[src/rtl/beta_gamma_coincidence_histogrammer_core_assert.svh]
// Assertion macros used by the histogram engine RTL (bgch_hist.sv).
`ifndef BETA_GAMMA_COINCIDENCE_HISTOGRAMMER_CORE_ASSERT_SVH
`define BETA_GAMMA_COINCIDENCE_HISTOGRAMMER_CORE_ASSERT_SVH
`ifndef NO_ASSERTIONS
// Same-cycle implication: whenever ante holds, cons holds too.
`define BGCH_ASSERT_IMP(label, clk, rst_n, ante, cons) \
    label: assert property (@(posedge clk) disable iff (!rst_n) (ante) |-> (cons)) \
        else $error("bgch: same-cycle check failed");
// Next-cycle implication: whenever ante holds, cons holds in the next cycle.
`define BGCH_ASSERT_NXT(label, clk, rst_n, ante, cons) \
    label: assert property (@(posedge clk) disable iff (!rst_n) (ante) |=> (cons)) \
        else $error("bgch: next-cycle check failed");
`else
`define BGCH_ASSERT_IMP(label, clk, rst_n, ante, cons)
`define BGCH_ASSERT_NXT(label, clk, rst_n, ante, cons)
`endif
`endif

[src/rtl/bgch_ram.sv]
// Generic simple dual-port RAM with one write port and a registered read port.
`timescale 1ns / 1ps
module bgch_ram #(
    parameter int WIDTH = 16,
    parameter int DEPTH = 64
) (
    input  logic                     clk,
    input  logic                     we,
    input  logic [$clog2(DEPTH)-1:0] waddr,
    input  logic [WIDTH-1:0]         wdata,
    input  logic                     re,
    input  logic [$clog2(DEPTH)-1:0] raddr,
    output logic [WIDTH-1:0]         rdata
);

    logic [WIDTH-1:0] mem [DEPTH];
    logic [WIDTH-1:0] rdata_reg;

    always_ff @(posedge clk)
    begin
        if (we)
        begin
            mem[waddr] <= wdata;
        end
        if (re)
        begin
            rdata_reg <= mem[raddr];
        end
    end

    assign rdata = rdata_reg;

endmodule

[config.mk]
export PLATFORM = sky130hd
export DESIGN_NAME = bgch_ram
export DESIGN_NICKNAME = d
export VERILOG_FILES = /design/src/rtl/beta_gamma_coincidence_histogrammer_core_assert.svh /design/src/rtl/bgch_ram.sv
export SDC_FILE = /design/constraint.sdc
export NUM_CORES = 1
export LEC_CHECK = 0
export BUFFER_PORTS_ARGS = -buffer_cell sky130_fd_sc_hd__buf_2
export CAP_MARGIN = 20
export CORE_UTILIZATION = 35
export DETAILED_ROUTE_END_ITERATION = 7
export HOLD_SLACK_MARGIN = 0.08
export PLACE_DENSITY = 0.56
export SYNTH_ARGS = -nofsm -noshare
export SYNTH_HDL_FRONTEND = slang
export SYNTH_SLANG_ARGS = --single-unit
[constraint.sdc]
create_clock -name clk -period 3.41 [get_ports clk]
set_input_delay 0.5115 -clock clk [delete_from_list [all_inputs] [get_ports clk]]
set_output_delay 0.5115 -clock clk [all_outputs]
set_load 0.02 [all_outputs]
Yosys cells after proc, flatten, opt, wreduce, memory -nomap -nowiden
Memory sizes are Yosys's and may differ from the RTL's. A register that Yosys moved wholly into a read port is not among the register bits.
Index checks and enable logic that the tools add are counted.
{"block": "word_totals", "ff_bits": 0, "latchBits": 0, "ram_bits": 1024, "mem_bits_ro": 0, "out_inout_bits": 16, "word_cells": 3, "n_memories": 1}
{"name": "mem", "depth": 64, "word_bits": 16, "rd": 1, "rd_ports_with_merged_regs": 1, "write_ports": 1, "line_no": "bgch_ram.sv:16", "rtl": "logic [WIDTH-1:0] mem [DEPTH];"}
{"block": "classes", "addsub": 0, "mul": 0, "div": 0, "magnitude_cmp": 0, "eq_ne": 0, "n_shift": 0, "mux": 2, "bitwise": 0, "n_reduce_logical": 0}
{"op": "two-way mux 1 bit", "count": 2}

Longest topological paths before layout
Gate-level depths: netlist of the first run.
{"block": "logic_depth", "depth_word": 2, "ltp_mapped": 10, "ltp_nobuf": 5}

Worst setup path before layout of the first run
OpenSTA, ideal clock, no wires.
{"block": "synth_timing", "path_type": "in2reg", "start": "input waddr[3]", "end": "memory mem[48][0] (enable)", "setup_time_ps": 409, "t_arrival_ps": 2137, "required_time_ps": 3001, "slack_ps": 864, "cell_stages": 4, "n_path_buf": 1, "path_cell_list": "clkbuf_1 nor2b_1 nand4b_1 nor3_1"}
{"element": "start: declaration", "line_no": "bgch_ram.sv:9", "rtl": "input logic [$clog2(DEPTH)-1:0] waddr,"}
{"element": "end: declaration", "line_no": "bgch_ram.sv:16"}
No word-level cell before the write port.

==> flow_metrics.tcl, run 1 <==
set metrics [dict create \
    nNetsFinal 2083 \
    drive_gt1_share_pct 28.95 \
    cts_buffer_depth 3 \
    gp_congestion 0.8318 \
    netlist-cell-type-count 42 \
    pre_cts_ws_ps 15.25 \
    cts.sinks 1040 \
    syn_inst 1829 \
    dpl.hpwl_um 62630 \
    rsz0062_at_grt "no" \
    finalPower_mw 26.70 \
    maxClockFrequency_ghz 0.3676 \
    hold_class "input pin to register" \
    vias 19510 \
    tritoncts "yes" \
    dp.cells 3443 \
    intPower_mw 21.01 \
    seq_area_mm2 0.03123 \
    overflow 0 \
    h-tree-depth 3 \
    ys_top_cells_by_count "1040 x edfxtp_1, 220 x mux4_2, 85 x mux2i_1, 72 x nor2_1, 59 x nand2_1" \
    endpoint_kind "register" \
    drc 0 \
    die_w_um 340.9 \
    first_iter_violations 1845 \
    fin_util_pct 41.07 \
    path_buf_inv 4 \
    fp-row-count 123 \
    grt_busiest_layer "met2" \
    die_area_mm2 0.1162 \
    grt_util_met1_pct 22.93 \
    synth_top_area_cell "edfxtp_1" \
    post_cts_buffers 0 \
    use_met2_pct 27.94 \
    viasPerCell 5.362 \
    finalSetupTns_ps 0 \
    worstPathCellList "buf_8 > buf_12 > buf_12 > buf_4 > mux2i_1 > a22oi_1 > a41oi_1 > o21ai_0 > and4_1" \
    slowest_stage "o21ai_0" \
    setup_violations 0 \
    stdcell_count 3639 \
    firstDrtPassIters 5 \
    p_sw_mw 5.697 \
    clock_skew_ps 30.12 \
    synth_top_area_share_pct 77.68 \
    worstPathRequired_ps 3840 \
    multiInputGateArea_mm2 0.008249 \
    holdBufCountCts 0 \
    hold_depth 1 \
    combPwrFrac_pct 5.3 \
    postRouteAntennaNets 0 \
    synth_area_leaders "edfxtp_1 78%, mux4_2 12%, mux2i_1 2.1%" \
    ys_warn_count 0 \
    fin_crit_ps 2720 \
    vdd_drop_max_mv 0.3578 \
    cts_resized 0 \
    cp.depth 9 \
    synth_most_common_cell "edfxtp_1" \
    initial_core_util_pct 35.54 \
    area_growth_pct 15.55 \
    cts.clk_slew.worst_paths_ps 60 \
    io_pins 47 \
    cap_violations 0 \
    insertion_delay_ps 690 \
    p_seq_share_pct 53.3 \
    track_usage_pct 17.41 \
    tightest_slew_ps 1116 \
    numPortBuffers 46 \
    fin_crit_sh_pct 79.78 \
    slew_headroom_pct 25.57 \
    synth_edf_count 1040 \
    fill_cells 9797 \
    final_hold_viol_count 0 \
    ys_seq_elements 1040 \
    grt_pass1_vias 20040 \
    critPathTopFamily "buffers and inverters" \
    cts_buffers 105 \
    layout_setup_ws_ps 689.6 \
    grt_max_degree 62 \
    switching_share_pct 21.33 \
    powerDensity_mw_per_mm2 574.9 \
    clockRootBuffer "clkbuf_16" \
    core_area_mm2 0.1131 \
    grt_pass1_wl_um 144400 \
    routedWlPerCell_um 27.86 \
    crit_path_frequent_cell "buf_12" \
    synth_area_mm2 0.04020 \
    seq_area_frac_synth_pct 77.68 \
    synthFlopType "edfxtp_1" \
    die_h_um 340.9 \
    syn-num-nets 1860 \
    cp-start-kind "input pin" \
    r2r_cells 4 \
    syn_area_per_cell_um2 21.98 \
    status "complete, no violations" \
    cp.arrival_ps 3150 \
    critical_path_class "input pin to register" \
    p_leak_nw 14.74 \
    p_clk_share_pct 41.4 \
    crit_fanout 41 \
    antenna_found_initial 7 \
    drv_slew 0 \
    max_stage_delay_ps 420 \
    grt_util_met3_pct 4.924 \
    largest_reg_flops 1024 \
    async_flop_share_pct 0 \
    drt-total-wl_um 101400 \
]
[power by group through the flow]
stage / Sequential (mW) / Clock, mW / Combinational (mW)
2_1_floorplan: 14.5 / 0 / 0.733
3_3_place_gp: 14.5 / 0 / 1.40
3_5_place_dp: 14.5 / 0 / 1.43
4_1_cts: 14.2 / 11.3 / 1.43
5_1_grt: 14.2 / 11.7 / 1.50
6_report: 14.2 / 11.1 / 1.42
[per-layer routing]
metal	up-vias	wire length, um
met3	172	8105
met5	-	184
met2	730	48580
met1	10450	41560
li1	8144	-
met4	16	2964
[layout by cell type (no fill, tap or decap), types with 3 or more instances in the layout]
cell type  count
nand3_1       24
mux2i_1       85
nand4_1       12
nor2_1        72
and4_1         5
clkbuf_1      19
nor2b_1       30
a41oi_1        5
o21ai_1        3
a22oi_1       39
buf_2         43
mux4_1         4
a311oi_1       8
mux2_2        27
nand2b_1       3
a31oi_1        8
mux4_2       220
clkinv_1      31
o21ai_0        5
nand2_1       59
a21oi_1       17
a211o_1        8
a221o_1        6
buf_12        19
buf_4        155
clkbuf_16    108
edfxtp_1    1040
a221oi_1      16
clkinv_2      22
nor4_2         3
a211oi_1       8
bufinv_16      7
a22o_1         6
[layout make-up]
class                   instances  share of cell area (%)
multi-input cells             685                   17.76
clock buffers                 127                   5.972
diodes                          1                0.005387
clock inverters                66                   1.118
well taps                    1500                   4.040
flip-flops and latches       1040                   67.23
repair buffers                220                   3.876
[final timing paths]
| kind | startpoint | to | slack [ps] |
|---|---|---|---|
| setup / recovery | raddr[0] | rdata[12] | 690 |
| hold reg to reg | mem[27][14] | rdata[14] | 970 |
| hold / removal | wdata[13] | mem[6][13] | 120 |
| setup reg to reg | mem[54][6] | rdata[6] | 1170 |
[logic make-up (layout without fill, tap and decap cells)]
group | count (synthesis) | in the layout | synth area share, %
other | 0 | 1 | 0
AO/OA/AOI/OAI | 129 | 129 | 2.400
flip-flops | 1040 | 1040 | 77.68
multiplexers | 336 | 336 | 15.46
AND/OR/NAND/NOR | 220 | 220 | 2.636
buffers and inverters | 104 | 413 | 1.824
[per-stage QoR]
stage | hold WS, ps | area, um2
final | 124.4 | 46450
after global routing | 95.37 | 46450
after CTS | 80.56 | 46410
after detailed placement | 795.5 | 43120
after global placement | 792.0 | 43120
after floorplan | 610.4 | 40200
No activity file was read; power rests on OpenSTA's default activity.
==> run 2, diff against run 1 <==
==> constraint.sdc (replaced) <==
create_clock -name clk -period 2.7 [get_ports clk]
set_input_delay 0.405 -clock clk [delete_from_list [all_inputs] [get_ports clk]]
set_output_delay 0.405 -clock clk [all_outputs]
set_load 0.02 [all_outputs]
==> flow_metrics.tcl, run 2 (synthesized netlist as in run 1, its figures left out) <==
set metrics [dict create \
    status "complete, no violations" \
    vias 19610 \
    use_met2_pct 27.70 \
    setup_violations 0 \
    r2r_slack_ps 570 \
    rsz0062_at_grt "no" \
    grt_max_degree 65 \
    holdBufCountCts 1 \
    mostFrequentLayoutCells "1040 x edfxtp_1, 220 x mux4_2, 191 x buf_4" \
    slew_headroom_pct 41.75 \
    io_pins 47 \
    fp-row-count 123 \
    cap_violations 0 \
    routedWlPerCell_um 27.15 \
    antenna_found_initial 7 \
    vdd_drop_max_mv 0.5057 \
    nNetsFinal 2127 \
    tightest_slew_ps 873.8 \
    post_cts_buffers 0 \
    dpl.hpwl_um 62850 \
    cp.arrival_ps 2530 \
    overflow 0 \
    fin_crit_sh_pct 78.81 \
    grt_util_met3_pct 2.880 \
    cts.sinks 1040 \
    cp-start-kind "register" \
    grt_busiest_layer "met2" \
    hold_class "input pin to register" \
    core_area_mm2 0.1131 \
    die_area_mm2 0.1162 \
    tritoncts "yes" \
    grt_pass1_wl_um 144100 \
    layout_setup_ws_ps 572.3 \
    drc 0 \
    drive_gt1_share_pct 30.41 \
    die_h_um 340.9 \
    fin_crit_ps 2128 \
    largest_reg_flops 1024 \
    p_leak_nw 14.98 \
    cts_resized 0 \
    postRouteAntennaNets 0 \
    drt-total-wl_um 100100 \
    cts_buffers 106 \
    regToRegStartpoint "mem[6][15]" \
    hp-start "wdata[3]" \
    cts.clk_slew.worst_paths_ps 60 \
    final_common_cell "edfxtp_1" \
    hold_depth 1 \
    r2r_cells 7 \
    final_hold_viol_count 0 \
    firstDrtPassIters 7 \
    h-tree-depth 3 \
    track_usage_pct 17.28 \
    endpoint_kind "register" \
    hold_end "mem[47][3]" \
    grt_util_met1_pct 24.30 \
    clockRootBuffer "clkbuf_16" \
    worst_r2r_endpoint "rdata[15]" \
    crit_fanout 1 \
    cts_buffer_depth 3 \
    clock_skew_ps 16.56 \
    critical_path_class "register to register" \
    powerDensity_mw_per_mm2 724.6 \
    viasPerCell 5.319 \
    maxClockFrequency_ghz 0.4700 \
    hold_slack_ps 181.7 \
    finalPower_mw 34.00 \
    grt_pass1_vias 19980 \
    worstPathRequired_ps 3100 \
    numPortBuffers 46 \
    first_iter_violations 2147 \
    insertion_delay_ps 680 \
    finalSetupTns_ps 0 \
    area_growth_pct 16.72 \
    gp_congestion 0.8238 \
    drv_slew 0 \
    pre_cts_ws_ps -87.38 \
    fin_util_pct 41.48 \
    die_w_um 340.9 \
    initial_core_util_pct 35.54 \
    fill_cells 9858 \
]
## run 2: changes by cell type in the layout (fill, tap and decap cells not counted), moves of 5 or more
cell and change:
clkbuf_1 +5, clkinv_2 -6, buf_12 +6, diode_2 +5, clkinv_1 -8, buf_4 +36
## run 2: stage by stage
step | cell area [um2] | instances
final | 46920 | 3686
after global routing | 46910 | 3680
after CTS | 46910 | 3680
after detailed placement | 43550 | 3487
after global placement | 43550 | 3487
after floorplan | 40200 | 1829
## run 2: cell type report
class	count	area, um2	area share (%)
flip-flops and latches	1040	31230	66.56
multi-input cells	685	8249	17.58
clock buffers	132	2793	5.952
repair buffers	263	2201	4.690
well taps	1500	1877	4.000
clock inverters	60	558.0	1.189
diodes	6	15.01	0.03200
## run 2: critical path, cell delays in order (launching register included)
cell,delay [ps]
edfxtp_1,360
mux4_2,470
mux2i_1,180
buf_4,160
a22oi_1,110
a31oi_1,320
buf_4,200
a311oi_1,50
## run 2: layer usage
layer / wire length (um) / vias up
met5: 23 / -
met4: 2762 / 4
met3: 6987 / 148
met2: 48090 / 726
met1: 42200 / 10480
li1: - / 8252
## run 2: how the worst max path moves through the flow
stage,from,end,slack [ps],cells after the start
after floorplan,waddr[3],mem[48][0],260,4
after global placement,raddr[1],rdata[14],-60,7
after detailed placement,raddr[0],rdata[1],-90,7
after CTS,mem[6][15],rdata[15],580,7
after global routing,raddr[0],rdata[15],460,9
final,mem[6][15],rdata[15],570,7
## run 2: report_power, final
part           internal (mW)  total [mW]  switching [mW]  leakage (nW)
Combinational          0.727        1.85            1.12          3.99
Clock                   8.17        14.2            6.03          1.62
Sequential              17.9        18.0          0.0434          9.37
Total                   26.8        34.0            7.19          15.0
