`src/rtl/beta_gamma_coincidence_histogrammer_core_assert.svh`:
```
// Assertion macros used by the histogram engine RTL (bgch_hist.sv).
`ifndef BETA_GAMMA_COINCIDENCE_HISTOGRAMMER_CORE_ASSERT_SVH
`define BETA_GAMMA_COINCIDENCE_HISTOGRAMMER_CORE_ASSERT_SVH
`ifndef NO_ASSERTIONS
// Same-cycle implication: whenever ante holds, cons holds too.
`define BGCH_ASSERT_IMP(label, clk, rst_n, ante, cons) \
    label: assert property (@(posedge clk) disable iff (!rst_n) (ante) |-> (cons)) \
        else $error("bgch: same-cycle check failed");
// Next-cycle implication: whenever ante holds, cons holds in the next cycle.
`define BGCH_ASSERT_NXT(label, clk, rst_n, ante, cons) \
    label: assert property (@(posedge clk) disable iff (!rst_n) (ante) |=> (cons)) \
        else $error("bgch: next-cycle check failed");
`else
`define BGCH_ASSERT_IMP(label, clk, rst_n, ante, cons)
`define BGCH_ASSERT_NXT(label, clk, rst_n, ante, cons)
`endif
`endif

```
`src/rtl/bgch_pkg.sv`:
```
// Shared constants and types of the beta-gamma coincidence histogrammer.
`timescale 1ns / 1ps
package bgch_pkg;

    localparam int ENERGY_W    = 16;
    localparam int ADDR_W      = 16;
    localparam int BIN_INDEX_W = 14;
    localparam int SEL_W       = 2;
    localparam int OUT_COUNT_W = 32;
    localparam int SHIFT_W     = 4;
    localparam int CFG_DATA_W  = 16;
    localparam int CFG_INDEX_W = 1;

    // Low four address bits that mark a beta detector.
    localparam logic [3:0] BETA_MARK = 4'd15;

    // Histogram codes.
    localparam logic [SEL_W-1:0] HIST_BETA    = 2'd0;
    localparam logic [SEL_W-1:0] HIST_SINGLES = 2'd1;
    localparam logic [SEL_W-1:0] HIST_ONLY    = 2'd2;
    localparam logic [SEL_W-1:0] HIST_NOBETA  = 2'd3;

    // Item action codes.
    localparam logic ACT_HIT  = 1'b0;
    localparam logic ACT_READ = 1'b1;

    // Configuration register indexes.
    localparam logic [CFG_INDEX_W-1:0] REG_LOW_EDGE  = 1'b0;
    localparam logic [CFG_INDEX_W-1:0] REG_BIN_SHIFT = 1'b1;

    // An event has closed and its buffered gammas must be walked.
    typedef struct packed {
        logic             valid;
        logic [SEL_W-1:0] other_sel;
    } close_t;

    // A bin read request taken from the input channel.
    typedef struct packed {
        logic                   req;
        logic [SEL_W-1:0]       sel;
        logic [BIN_INDEX_W-1:0] bin;
    } read_req_t;

endpackage

```
`src/rtl/bgch_event.sv`:
```
// Event builder: classifies hits, buffers gamma energies and reports event closes.
`timescale 1ns / 1ps
module bgch_event #(
    parameter int MAX_HITS = 64
) (
    input  logic                                 clk,
    input  logic                                 rst_n,
    input  logic                                 hit_accept,
    input  logic [bgch_pkg::ADDR_W-1:0]          hit_address,
    input  logic [bgch_pkg::ENERGY_W-1:0]        hit_energy,
    input  logic                                 last_hit,
    output logic                                 buf_we,
    output logic [$clog2(MAX_HITS)-1:0]          buf_waddr,
    output logic [bgch_pkg::ENERGY_W-1:0]        buf_wdata,
    output bgch_pkg::close_t                     ev_close,
    output logic [$clog2(MAX_HITS+1)-1:0]        close_gamma_cnt,
    output logic                                 overflow_flag
);

    import bgch_pkg::*;

    localparam int GCNT_W = $clog2(MAX_HITS + 1);
    localparam int BUF_AW = $clog2(MAX_HITS);

    logic              seen_hit_reg;
    logic              beta_seen_reg;
    logic [GCNT_W-1:0] gamma_cnt_reg;
    logic              overflow_reg;

    logic              is_beta;
    logic              buf_full;
    logic              beta_after;
    logic [GCNT_W-1:0] gamma_after;

    assign is_beta     = (hit_address[3:0] == BETA_MARK);
    assign buf_full    = (gamma_cnt_reg == GCNT_W'(MAX_HITS));
    assign buf_we      = hit_accept && !is_beta && !buf_full;
    assign buf_waddr   = gamma_cnt_reg[BUF_AW-1:0];
    assign buf_wdata   = hit_energy;
    assign beta_after  = beta_seen_reg || is_beta;
    assign gamma_after = gamma_cnt_reg + GCNT_W'(buf_we);

    // Only one hit versus several matters, so a single flag tracks multiplicity.
    always_comb
    begin
        ev_close.valid = hit_accept && last_hit && (gamma_after != '0);
        if (!seen_hit_reg)
        begin
            ev_close.other_sel = HIST_ONLY;
        end
        else if (beta_after)
        begin
            ev_close.other_sel = HIST_BETA;
        end
        else
        begin
            ev_close.other_sel = HIST_NOBETA;
        end
    end

    assign close_gamma_cnt = gamma_after;
    assign overflow_flag   = overflow_reg;

    always_ff @(posedge clk or negedge rst_n)
    begin
        if (!rst_n)
        begin
            seen_hit_reg  <= 1'b0;
            beta_seen_reg <= 1'b0;
            gamma_cnt_reg <= '0;
            overflow_reg  <= 1'b0;
        end
        else if (hit_accept)
        begin
            if (!is_beta && buf_full)
            begin
                overflow_reg <= 1'b1;
            end
            if (last_hit)
            begin
                seen_hit_reg  <= 1'b0;
                beta_seen_reg <= 1'b0;
                gamma_cnt_reg <= '0;
            end
            else
            begin
                seen_hit_reg  <= 1'b1;
                beta_seen_reg <= beta_after;
                gamma_cnt_reg <= gamma_after;
            end
        end
    end

endmodule

```
`config.mk`:
```
export PLATFORM = sky130hd
export DESIGN_NAME = bgch_event
export DESIGN_NICKNAME = d
export VERILOG_FILES = /design/src/rtl/beta_gamma_coincidence_histogrammer_core_assert.svh /design/src/rtl/bgch_pkg.sv /design/src/rtl/bgch_event.sv
export SDC_FILE = /design/constraint.sdc
export NUM_CORES = 1
export LEC_CHECK = 0
export BUFFER_PORTS_ARGS = -buffer_cell sky130_fd_sc_hd__clkbuf_2
export CORE_ASPECT_RATIO = 1.25
export CORE_MARGIN = 5
export CORE_UTILIZATION = 41
export CTS_CLUSTER_SIZE = 24
export DETAILED_ROUTE_END_ITERATION = 12
export PLACE_DENSITY = 0.85
export SLEW_MARGIN = 20
export SYNTH_ARGS = -nofsm -noshare
export SYNTH_HDL_FRONTEND = slang
export SYNTH_SLANG_ARGS = --single-unit
```
`constraint.sdc`:
```
create_clock -name clk -period 4.3 [get_ports clk]
set_clock_uncertainty 0.15 [all_clocks]
set_input_delay 0.43 -clock clk [delete_from_list [all_inputs] [get_ports clk]]
set_output_delay 0.43 -clock clk [all_outputs]
set_load 0.02 [all_outputs]
```
* Word level (Yosys, flattened, before mapping)
Index checks and enable logic that the tools add are counted.
** Storage, ports and cells
- Bits in registers :: 10
- Input bits :: 36
- Output and inout bits :: 34
- Word-level logic and storage cells :: 22
** Cells by class
- $add $sub $neg :: 1
- Eq/ne operators :: 2
- Multiplexer cells :: 5
- Reductions and logical operators :: 10
** Operators with widths (number)
- adder 7 x 1 -> 7 bit :: 1
- equality test 7 bit (second input constant) :: 1
- two-way mux 7 bit :: 1
- nonzero test 7 bit :: 1
- logical AND 1 bit :: 5
- equality test 4 bit (second input constant) :: 1
- two-way mux 2 bit :: 2
- logical NOT 1 bit :: 2
- two-way mux 1 bit :: 2
- AND reduction 2 bit :: 1
- logical OR 1 bit :: 1

* Longest topological paths before layout
- Word-level depth :: 7
- Gate-level depth with buffers :: 10
- Depth with buffers taken out :: 9

* Worst setup path after synthesis
OpenSTA, ideal clock, no wires.
- Kind :: register -> output
- Start :: register gamma_cnt_reg[1]
- End :: output port ev_close[2] (netlist bit)
- Arrival time :: 2495 ps
- Data required time :: 3720 ps
- Setup slack :: 1225 ps
- Cell stages (with the launch flop) :: 8
- Buffers on the path :: 0
- Cell sequence :: dfrtp_1 > nor4b_1 > a21oi_1 > ha_1 > ha_1 > nor4b_2 > mux2i_1 > o211a_1
** RTL lines
- start, declared :: line bgch_event.sv:27 : logic [GCNT_W-1:0] gamma_cnt_reg;
- start signal, assigned :: line bgch_event.sv:89 : gamma_cnt_reg <= gamma_after;
- end, declared :: line bgch_event.sv:15 : output bgch_pkg::close_t ev_close,

==> flow_metrics.env <==
export IMPL_ir_worst_vdd_mv=0.153
export IMPL_synthTopCellsByArea="dfrtp_1 30%, buf_4 20%, buf_6 5.3%"
export IMPL_post_drt_wl_per_cell_um=15.5
export IMPL_worstPathCellList="nor4b_1 -> a21oi_1 -> ha_1 -> ha_1 -> xor2_1 -> nor4b_2 -> mux2i_1 -> o211a_1 -> clkbuf_2"
export IMPL_static_leakage_power_uw=0.000441
export IMPL_hold_viol=0
export IMPL_async_flop_share_pct=100
export IMPL_vias_per_cell=5.58
export IMPL_grt_setup_unrepaired="no"
export IMPL_clock_root_buffer="clkbuf_4"
export IMPL_place_congestion=0.810
export IMPL_largest_reg_flops=7
export IMPL_hold_class="in2reg"
export IMPL_grt_max_degree=11
export IMPL_report_final_slew_viol_count=0
export IMPL_fp_row_count=18
export IMPL_max_cap_violations=0
export IMPL_synth_fp_nets=124
export IMPL_hpwl_mm=1.31
export IMPL_drt_total_wl_mm=1.70
export IMPL_cp_common_cell="ha_1"
export IMPL_pre_cts_slack_ns=1.08
export IMPL_drt_initial_drc_count=24
export IMPL_worst_pin_slew_ns=0.392
export IMPL_insertion_delay_ns=0.27
export IMPL_drc=0
export IMPL_ys_types=35
export IMPL_antenna_found_initial=0
export IMPL_die_w_um=50.6
export IMPL_cts_sinks=10
export IMPL_regToRegStartpoint="gamma_cnt_reg[1]$_DFFE_PN0P_"
export IMPL_drt_met1_wl_um=648
export IMPL_path_max_fanout=9
export IMPL_max_freq_mhz=282
export IMPL_syn_area_um2=843
export IMPL_hold_path_startpoint="last_hit"
export IMPL_crit_type="reg2out"
export IMPL_fin_crit_ns=3.54
export IMPL_die_y_um=60.7
export IMPL_io_buffers=25
export IMPL_tritoncts="yes"
export IMPL_gr_total_overflow=0
export IMPL_startpoint_type="flip-flop"
export IMPL_timing_final_ws_setup_ns=0.755
export IMPL_fin_crit_sh_pct=82.4
export IMPL_synthFlopType="dfrtp_1"
export IMPL_endpoint_kind="primary output"
export IMPL_crit_slowest_cell="dfrtp_1"
export IMPL_synth_largest_area_cell="dfrtp_1"
export IMPL_clk_pin_slew_worst_paths_ns=0.07
export IMPL_antenna_left=0
export IMPL_postCtsSetupBuffers=0
export IMPL_cts_buffers=3
export IMPL_dr_wl_met3_um=184
export IMPL_hold_end="gamma_cnt_reg[1]$_DFFE_PN0P_"
export IMPL_max_stage_delay_ns=0.50
export IMPL_h_tree_depth=1
export IMPL_setup_viol=0
export IMPL_syn2layout_area_growth_pct=-1.63
export IMPL_seq_area_frac_synth_pct=29.7
export IMPL_required_ns=3.72
export IMPL_topRoutingLayerUsed="met4"
export IMPL_grt_pass1_wl_mm=2.57
export IMPL_met2WireLength_um=859
export IMPL_nets=129
export IMPL_worstPathArrival_ns=2.96
export IMPL_rr_endpoint="gamma_cnt_reg[4]$_DFFE_PN0P_"
export IMPL_track_usage_pct=10.9
export IMPL_pin_count=70
export IMPL_clock_path_buffers=2
export IMPL_num_vias=614
export IMPL_outcome="finished, final reports clean"
export IMPL_syn_avg_cell_area_um2=9.81
export IMPL_nFillCells=193
export IMPL_syn_inst=86
export IMPL_synth_seq_cells=10
export IMPL_r2r_slack_ns=1.82
export IMPL_drive_gt1_share_pct=40.0
export IMPL_dieArea_mm2=0.00307
export IMPL_power_density_mw_per_mm2=285
export IMPL_synth_edf_count=0
export IMPL_grt_pass1_vias=561
export IMPL_holdWs_ns=0.268
export IMPL_r2r_cells=7
export IMPL_slew_headroom_pct=73.5
export IMPL_core_area_mm2=0.00198
export IMPL_drt_first_pass_iters=4
export IMPL_synth_top_area_share_pct=29.7
export IMPL_fin_setup_tns_ns=0
export IMPL_synth_warning_count=0
export IMPL_n_antenna_cell=0
export IMPL_hold_depth=2
export IMPL_initial_utilization_pct=42.6
worst max path at each step:
| stage | from | endpoint | slack (ns) | cells after the start |
|---|---|---|---|---|
| 2_1_floorplan | gamma_cnt_reg[1]$_DFFE_PN0P_ | ev_close[2] | 1.22 | 7 |
| 3_3_place_gp | gamma_cnt_reg[1]$_DFFE_PN0P_ | ev_close[2] | 1.12 | 9 |
| 3_5_place_dp | gamma_cnt_reg[1]$_DFFE_PN0P_ | ev_close[2] | 1.08 | 9 |
| 4_1_cts | gamma_cnt_reg[1]$_DFFE_PN0P_ | ev_close[2] | 0.76 | 9 |
| 5_1_grt | gamma_cnt_reg[1]$_DFFE_PN0P_ | ev_close[2] | 0.50 | 9 |
| 6_report | gamma_cnt_reg[1]$_DFFE_PN0P_ | ev_close[2] | 0.76 | 9 |
routing by layer:
metal / global-route usage, % / vias up
li1: - / 292
met1: 13.0 / 296
met2: 17.4 / 24
met3: 5.90 / 2
met4: 2.55 / 0
met5: 0 / -
synthesized netlist by cell type (2+ instances only):
library cell,instances
dfrtp_1,10
buf_4,22
xnor2_1,3
nor4_1,2
a22o_1,3
a31oi_1,2
nand3_1,2
xor2_1,2
nand4_1,2
o21ai_0,3
nand2b_1,2
a21oi_1,2
buf_6,4
nand2_1,5
ha_1,2
cells in the final DEF, fill, tap and decap left out, drive strengths merged, types with 2 or more instances in the layout:
master,netlist,final
nand2b,2,2
nor4b,2,2
clkbuf,0,29
nor4,2,2
xor2,2,2
nand3,4,4
a22o,4,4
o21ai,3,3
nand2,5,5
dfrtp,10,10
a31oi,2,2
xnor2,4,4
nand4,2,2
a21oi,2,2
ha,2,2
repair_timing:
item                       4_1_cts  5_1_grt
gates resized for setup          0        0
setup endpoints to repair        0        0
hold buffers                     1        0
hold endpoints to repair        10        0
logic make-up (layout without fill, tap and decap cells):
logic type                 Yosys count  in the layout  share of synthesized area (%)
xor gates and xnor gates             6              6                           7.12
AOI/OAI and AO/OA                   17             17                           15.0
DFF                                 10             10                           29.7
and+or+nand+nor                     23             23                           18.7
adders and majority gates            2              2                           2.97
muxes                                1              1                           1.19
buffers and inverters               27             31                           25.4
worst max-delay path, delay by kind of cell, from the launching register on:
kind | cells | cell delay (ns)
fa+ha+maj | 2 | 0.67
xor+xnor | 1 | 0.20
mux | 1 | 0.10
simple gates | 2 | 0.67
buf+inv | 1 | 0.15
compound gates | 2 | 0.40
flops | 1 | 0.50
power by group:
part / switching (µW) / internal (µW) / leakage [µW]
Clock: 32.5 / 51.4 / 0.0000210
Combinational: 31.7 / 18.3 / 0.000284
Sequential: 5.40 / 97.3 / 0.000137
Total: 69.6 / 167 / 0.000441
stage by stage:
step	instance area (µm²)	util [%]	instances	total power, µW
floorplan	843	-	86	161
global placement	783	39.5	105	153
detailed placement	783	39.5	105	154
CTS	830	41.9	110	241
global route	830	41.9	110	248
finish	830	41.9	110	237
final cells by class:
type | count | area (µm²) | area share, %
clock buffers | 4 | 36.3 | 4.37
inverters | 1 | 3.75 | 0.452
multi-input cells | 49 | 379 | 45.7
flip-flops and latches | 10 | 250 | 30.2
well taps | 20 | 25.0 | 3.02
repair buffers | 26 | 135 | 16.3
Power figures use the tool's default switching activity.
